## src/design/bounded_deque_engine_macros.svh

```systemverilog
// assertion macros for the deque engine
`ifndef BOUNDED_DEQUE_ENGINE_MACROS_SVH
`define BOUNDED_DEQUE_ENGINE_MACROS_SVH

// same-cycle implication, checked out of reset
`define BDE_ASSERT_NOW(label, cond, expr) \
  label: assert property (@(posedge clk) disable iff (rst) (cond) |-> (expr)) \
    else $error("deque engine check failed");

// next-cycle implication, checked out of reset
`define BDE_ASSERT_NEXT(label, cond, expr) \
  label: assert property (@(posedge clk) disable iff (rst) (cond) |=> (expr)) \
    else $error("deque engine check failed");

`endif

```

## src/design/bde_pkg.sv

```systemverilog
// shared constants, codes and types of the deque engine
package bde_pkg;

  localparam int DEPTH = 32;
  localparam int IDX_W = (DEPTH > 1) ? $clog2(DEPTH) : 1;
  localparam int CNT_W = $clog2(DEPTH + 1);
  localparam int WORD_W = 32;

  localparam logic [2:0] REQ_PUSH_FRONT = 3'd0;
  localparam logic [2:0] REQ_PUSH_BACK  = 3'd1;
  localparam logic [2:0] REQ_POP_FRONT  = 3'd2;
  localparam logic [2:0] REQ_POP_BACK   = 3'd3;
  localparam logic [2:0] REQ_LIST       = 3'd4;

  localparam logic [1:0] ST_OK    = 2'd0;
  localparam logic [1:0] ST_EMPTY = 2'd1;
  localparam logic [1:0] ST_FULL  = 2'd2;

  typedef enum logic [1:0] {
    CELL_HOLD       = 2'd0,
    CELL_FROM_LEFT  = 2'd1,
    CELL_FROM_RIGHT = 2'd2,
    CELL_LOAD       = 2'd3
  } cell_op_t;

  typedef struct packed {
    cell_op_t           op;
    logic signed [WORD_W-1:0] ld;
  } cell_ctl_t;

endpackage

```

## src/design/bde_cell.sv

```systemverilog
// one storage cell of the deque row
module bde_cell
  import bde_pkg::*;
(
  input  logic                     clk,
  input  cell_ctl_t                ctl,
  input  logic signed [WORD_W-1:0] left_d,
  input  logic signed [WORD_W-1:0] right_d,
  output logic signed [WORD_W-1:0] q
);

  always_ff @(posedge clk) begin
    case (ctl.op)
      CELL_FROM_LEFT:  q <= left_d;
      CELL_FROM_RIGHT: q <= right_d;
      CELL_LOAD:       q <= ctl.ld;
      default:         q <= q;
    endcase
  end

endmodule

```

## config.mk

```make
export PLATFORM = sky130hd
export DESIGN_NAME = bde_cell
export DESIGN_NICKNAME = d
export VERILOG_FILES = /design/src/design/bounded_deque_engine_macros.svh /design/src/design/bde_pkg.sv /design/src/design/bde_cell.sv
export SDC_FILE = /design/constraint.sdc
export NUM_CORES = 1
export LEC_CHECK = 0
export ABC_AREA = 1
export BUFFER_PORTS_ARGS = -buffer_cell sky130_fd_sc_hd__buf_2
export CELL_PAD_IN_SITES_DETAIL_PLACEMENT = 0
export CELL_PAD_IN_SITES_GLOBAL_PLACEMENT = 2
export CORE_ASPECT_RATIO = 0.8
export CORE_UTILIZATION = 23
export CTS_BUF_LIST = sky130_fd_sc_hd__clkbuf_4 sky130_fd_sc_hd__clkbuf_8
export DETAILED_ROUTE_END_ITERATION = 7
export GPL_ROUTABILITY_DRIVEN = 0
export PLACE_DENSITY = 0.89
export RECOVER_POWER = 100
export REMOVE_ABC_BUFFERS = 1
export SYNTH_ARGS = -nofsm -noshare
export SYNTH_HDL_FRONTEND = slang
export SYNTH_SLANG_ARGS = --single-unit
```

## constraint.sdc

```tcl
create_clock -name clk -period 4.05 [get_ports clk]
set_input_delay 0.405 -clock clk [delete_from_list [all_inputs] [get_ports clk]]
set_output_delay 0.405 -clock clk [all_outputs]
set_load 0.02 [all_outputs]
```

==> summary.txt, run 1 <==
Clock tree
  • Clock tree from TritonCTS: done
  • Deepest level of the CTS H-tree: 2
  • Number of hold-repair buffers added at the cts stage: 0
  • Clock Pin Slew Worst Setup and Hold Paths: 0.07 ns
  • Post-cts resize count: 0
  • TritonCTS sink count: 32
  • Root cell of the clock tree: sky130_fd_sc_hd__clkbuf_8
  • Number of buffers added for setup after CTS: 0
  • Clock buffer count from CTS: 5
  • Buffer depth of the longest clock path: 2

STA
  • Total negative slack: 0 ns
  • Setup repair after global routing missed its margin: no
  • Worst slew margin relative to its limit: -68.5%
  • Max Slew Vio Count: 65
  • Number of endpoints with negative hold slack in the final report: 0
  • Min cycle time layout: 2.60 ns
  • Achievable Freq: 385 MHz
  • Final number of setup-violating endpoints: 0
  • Slew at the pin closest to its max-slew limit: 2.53 ns
  • Final period utilization: 64.2%

Setup path
  • Worst Setup SP: ctl[33]
  • CP required: 4.18 ns
  • Startpoint kind of the worst setup timing path: primary input
  • Arrival time reported for the critical path endpoint: 2.73 ns
  • Worst Setup End Kind: register
  • Critical path capture point: q[10]
  • Classification of the worst setup path: in -> reg
  • Critical path fanouts, max: 64

Floorplan
  • Die ar.: 0.00780 mm2
  • I/O pin count: 131
  • Die W: 98.5 um
  • Effective utilization at floorplan: 24.4%
  • Height of the die: 79.2 um
  • Cell Rows: 27
  • Std-Cell Core Area: 0.00703 mm2

Global routing
  • Number of global-route vias before repair: 1652
  • Pin count of the biggest net entering global routing: 65
  • Aggregate global routing overflow: 0
  • Initial antenna violation count: 0
  • Global-route wire length before repair: 7890 um
  • GRT Util Overall: 13.0%

Power
  • Power per cell area: 360 mW/mm2
  • Leakage: 1.09 nW
  • Largest voltage drop on the vdd net: 116 uV

Cells and area
  • Flip-flop count of the largest register after layout: 32
  • Fraction of layout cells with a size suffix above 1: 35.4%
  • Inserted Diodes: 0
  • Register name with the most flops: q
  • Biggest registers after layout: q (32)
  • Post-Route Utilization: 34.2%
  • Most frequent standard cell in the layout excluding fill and tap cells: sky130_fd_sc_hd__buf_2
  • Final net count: 403
  • Number of inserted filler cells in the final layout: 759
  • Area Overhead vs Synth: 40.4%
  • Commonest non-fill, non-tap cells in the layout: 98 x sky130_fd_sc_hd__buf_2, 96 x sky130_fd_sc_hd__nand3_1, 34 x sky130_fd_sc_hd__clkbuf_1, 33 x sky130_fd_sc_hd__nand2_1, 32 x sky130_fd_sc_hd__edfxtp_1

Logic synthesis
  • Gate count of the mapped netlist: 180
  • Netlist area before placement: 0.00171 mm2
  • Syn_area_per_cell: 9.52 um2
  • Number of warnings issued by yosys: 0
  • Share of the yosys chip area belonging to registers: 56.1%
  • Synthesis-stage register bit count: 32
  • Count of distinct cell types in the synthesized netlist: 8

Routing
  • Average routed wire per standard cell: 13.0 um
  • Iteration count of the initial detailed-routing pass: 7
  • Number of nets with antenna violations after detailed routing: 0
  • Final wirelength: 5100 um
  • Drt drc: 10
  • Number of design-rule violations left by the first detailed-router iteration: 68
  • Via density per instance: 4.63
  • Number of vias after detailed routing: 1815

Run
  • Number of max-capacitance violations reported: 1

Hold path
  • Worst min-delay path category: in -> reg

Status
  • Result of the run: finished, violations left
  • Violated checks: DRC, capacitance limit, slew limit

Placed design
  • HPWL after DPL: 3640 um
  • Port Buffers: 130
-- logic make-up (layout without fill, tap and decap cells) --
logic type | after synthesis | in the layout | share of synthesized area [%]
buffers and inverters | 19 | 144 | 8.62
flip-flops | 32 | 32 | 56.1
AND/OR/NAND/NOR | 129 | 129 | 35.3
-- synth_stat cells --
| master | n | area share [%] |
|---|---|---|
| sky130_fd_sc_hd__nand3_1 | 96 | 28 |
| sky130_fd_sc_hd__buf_2 | 5 | 1.5 |
| sky130_fd_sc_hd__inv_4 | 1 | 0.37 |
| sky130_fd_sc_hd__nand2_1 | 33 | 7.2 |
| sky130_fd_sc_hd__inv_1 | 1 | 0.22 |
| sky130_fd_sc_hd__buf_6 | 6 | 3.9 |
| sky130_fd_sc_hd__buf_4 | 6 | 2.6 |
| sky130_fd_sc_hd__edfxtp_1 | 32 | 56 |
-- worst max-delay path: stages --
cell,delay (ns)
sky130_fd_sc_hd__buf_2,0.09
sky130_fd_sc_hd__clkbuf_1,1.79
sky130_fd_sc_hd__nand3_1,0.24
sky130_fd_sc_hd__nand3_1,0.19
-- where the power goes --
part / internal [mW] / switching [mW]
sequential: 0.412 / 0.0107
clock: 0.133 / 0.113
combinational: 0.0695 / 0.129
total: 0.614 / 0.252
-- worst min-delay path by stage --
stage | slack [ns] | end | startpoint | cells after the start
5_1_grt | 0.42 | q[30] | left_d[30] | 3
3_3_place_gp | 0.71 | q[27] | left_d[27] | 3
2_1_floorplan | 0.61 | q[10] | left_d[10] | 2
3_5_place_dp | 0.70 | q[16] | left_d[16] | 3
6_report | 0.42 | q[30] | left_d[30] | 3
4_1_cts | 0.40 | q[16] | left_d[16] | 3
-- metrics by stage --
step | hold WS, ns | power (mW) | instance area (um2) | worst slack [ns] | std cells
floorplan | 0.608 | 0.525 | 1580 | 1.97 | 163
global placement | 0.706 | 0.638 | 2360 | 2.01 | 384
detailed placement | 0.700 | 0.639 | 2360 | 1.92 | 384
CTS | 0.405 | 0.890 | 2450 | 2.22 | 392
global route | 0.418 | 0.913 | 2400 | 1.19 | 392
finish | 0.417 | 0.866 | 2400 | 1.45 | 392
-- metal layers --
layer / track usage (%) / routed length, um
met5: 0 / 0
met4: 4.48 / 53
met3: 4.05 / 557
met2: 19.6 / 2150
met1: 17.5 / 2340
-- area by class of cell --
type	instances	area [um2]	area share, %
inverter	2	10.0	0.416
multi-input combinational	129	604	25.1
clock inverter	1	3.75	0.156
tap	87	109	4.53
timing repair buffer	134	633	26.3
clock buffer	7	83.8	3.49
sequential	32	961	40.0
No activity file was read; power rests on OpenSTA's default activity.
==> inputs of run 2 (changes only) <==
CORE_UTILIZATION = 21   (was 23)
PLACE_DENSITY = 0.83   (was 0.89)
clock period = 2.45 ns   (was 4.05 ns; I/O delays follow)
==> summary.txt, run 2 (synthesis gave the netlist of run 1 again) <==
Cells and area
  • Biggest registers after layout: q (32)
  • Final net count: 401
  • Footprint of the multi-input gates: 607 um2
  • Area Overhead vs Synth: 40.5%
  • Commonest non-fill, non-tap cells in the layout: 97 x sky130_fd_sc_hd__buf_2, 96 x sky130_fd_sc_hd__nand3_1, 32 x sky130_fd_sc_hd__nand2_1, 32 x sky130_fd_sc_hd__clkbuf_1, 32 x sky130_fd_sc_hd__edfxtp_1
  • Register name with the most flops: q
  • Inserted Diodes: 0
  • Flip-flop count of the largest register after layout: 32
  • Fraction of layout cells with a size suffix above 1: 35.7%
  • Finished Layout Cells: 408
  • Number of inserted filler cells in the final layout: 881
  • Most frequent standard cell in the layout excluding fill and tap cells: sky130_fd_sc_hd__buf_2
  • Post-Route Utilization: 30.4%
  • FF/Latch Area: 961 um2

Floorplan
  • I/O pin count: 131
  • Effective utilization at floorplan: 21.7%
  • Die W: 103 um
  • Height of the die: 82.8 um
  • Std-Cell Core Area: 0.00791 mm2
  • Die ar.: 0.00852 mm2
  • Cell Rows: 29

Routing
  • Iteration count of the initial detailed-routing pass: 4
  • Drt drc: 0
  • Number of nets with antenna violations after detailed routing: 0
  • Final wirelength: 4980 um
  • Average routed wire per standard cell: 12.2 um
  • Number of vias after detailed routing: 1770
  • Via density per instance: 4.34
  • Number of design-rule violations left by the first detailed-router iteration: 56

STA
  • Min cycle time layout: 1.90 ns
  • Number of endpoints with negative hold slack in the final report: 0
  • Final hold slack: 0.262 ns
  • Total negative slack: 0 ns
  • Final setup slack of the worst path: 0.555 ns
  • Max Slew Vio Count: 0
  • Achievable Freq: 528 MHz
  • Slew at the pin closest to its max-slew limit: 0.751 ns
  • Setup repair after global routing missed its margin: no
  • Final number of setup-violating endpoints: 0
  • Worst slew margin relative to its limit: 49.8%
  • Final period utilization: 77.4%

Status
  • Result of the run: complete, no violations

Placed design
  • Post-Place Worst Slack: 0.262 ns
  • HPWL after DPL: 3520 um
  • Port Buffers: 130
  • Cell total after placement: 403

Hold path
  • Hold path depth: 3
  • Worst min-delay path category: in -> reg

Clock tree
  • Root cell of the clock tree: sky130_fd_sc_hd__clkbuf_8
  • Clock tree from TritonCTS: done
  • TritonCTS sink count: 32
  • Clock buffer count from CTS: 5
  • Post-cts resize count: 0
  • Buffer depth of the longest clock path: 2
  • Clock Pin Slew Worst Setup and Hold Paths: 0.06 ns
  • Number of hold-repair buffers added at the cts stage: 0
  • Number of buffers added for setup after CTS: 0
  • Deepest level of the CTS H-tree: 2

Setup path
  • Arrival time reported for the critical path endpoint: 1.80 ns
  • CP required: 2.35 ns
  • Worst Setup End Kind: register
  • Startpoint kind of the worst setup timing path: primary input
  • Critical path fanouts, max: 33
  • Classification of the worst setup path: in -> reg

Run
  • Number of max-capacitance violations reported: 0

Global routing
  • Number of global-route vias before repair: 1664
  • GRT Util Overall: 11.8%
  • Initial antenna violation count: 0
  • Aggregate global routing overflow: 0
  • Pin count of the biggest net entering global routing: 65
  • Global-route wire length before repair: 7530 um

Power
  • Leakage: 1.08 nW
  • Largest voltage drop on the vdd net: 174 uV
  • Power per cell area: 572 mW/mm2
run 2: per-stage QoR:
step / cell area (um2) / total power [mW]
final: 2410 / 1.38
after global routing: 2410 / 1.46
after CTS: 2450 / 1.42
after detailed placement: 2380 / 1.05
after global placement: 2380 / 1.05
after floorplan: 1580 / 0.868
run 2: layout make-up:
| type | count | share of cell area, % |
|---|---|---|
| Clock buffer | 5 | 2.86 |
| Multi-Input combinational cell | 129 | 25.2 |
| Timing Repair Buffer | 132 | 26.0 |
| Sequential cell | 32 | 39.9 |
| Tap cell | 108 | 5.61 |
| Inverter | 2 | 0.416 |
run 2: routing by layer:
metal  vias to the layer above  global-route usage, %  part of all wire [%]
met5                         -                      0                     0
met4                         0                   4.23                  0.96
met3                         7                   4.94                    11
met2                        91                   19.3                    44
met1                       781                   13.9                    45
li1                        891                      -                     -
run 2: final timing paths:
check,startpoint,endpoint
worst max-delay path,ctl[32],q[12]
worst min-delay path,left_d[7],q[7]
run 2: critical path, cell delays in order:
cell	delay, ns
sky130_fd_sc_hd__clkbuf_2	0.56
sky130_fd_sc_hd__inv_4	0.32
sky130_fd_sc_hd__nand2_2	0.66
run 2: power breakdown:
part / switching [mW] / internal, mW
clock network: 0.174 / 0.183
registers: 0.0178 / 0.681
logic: 0.208 / 0.113
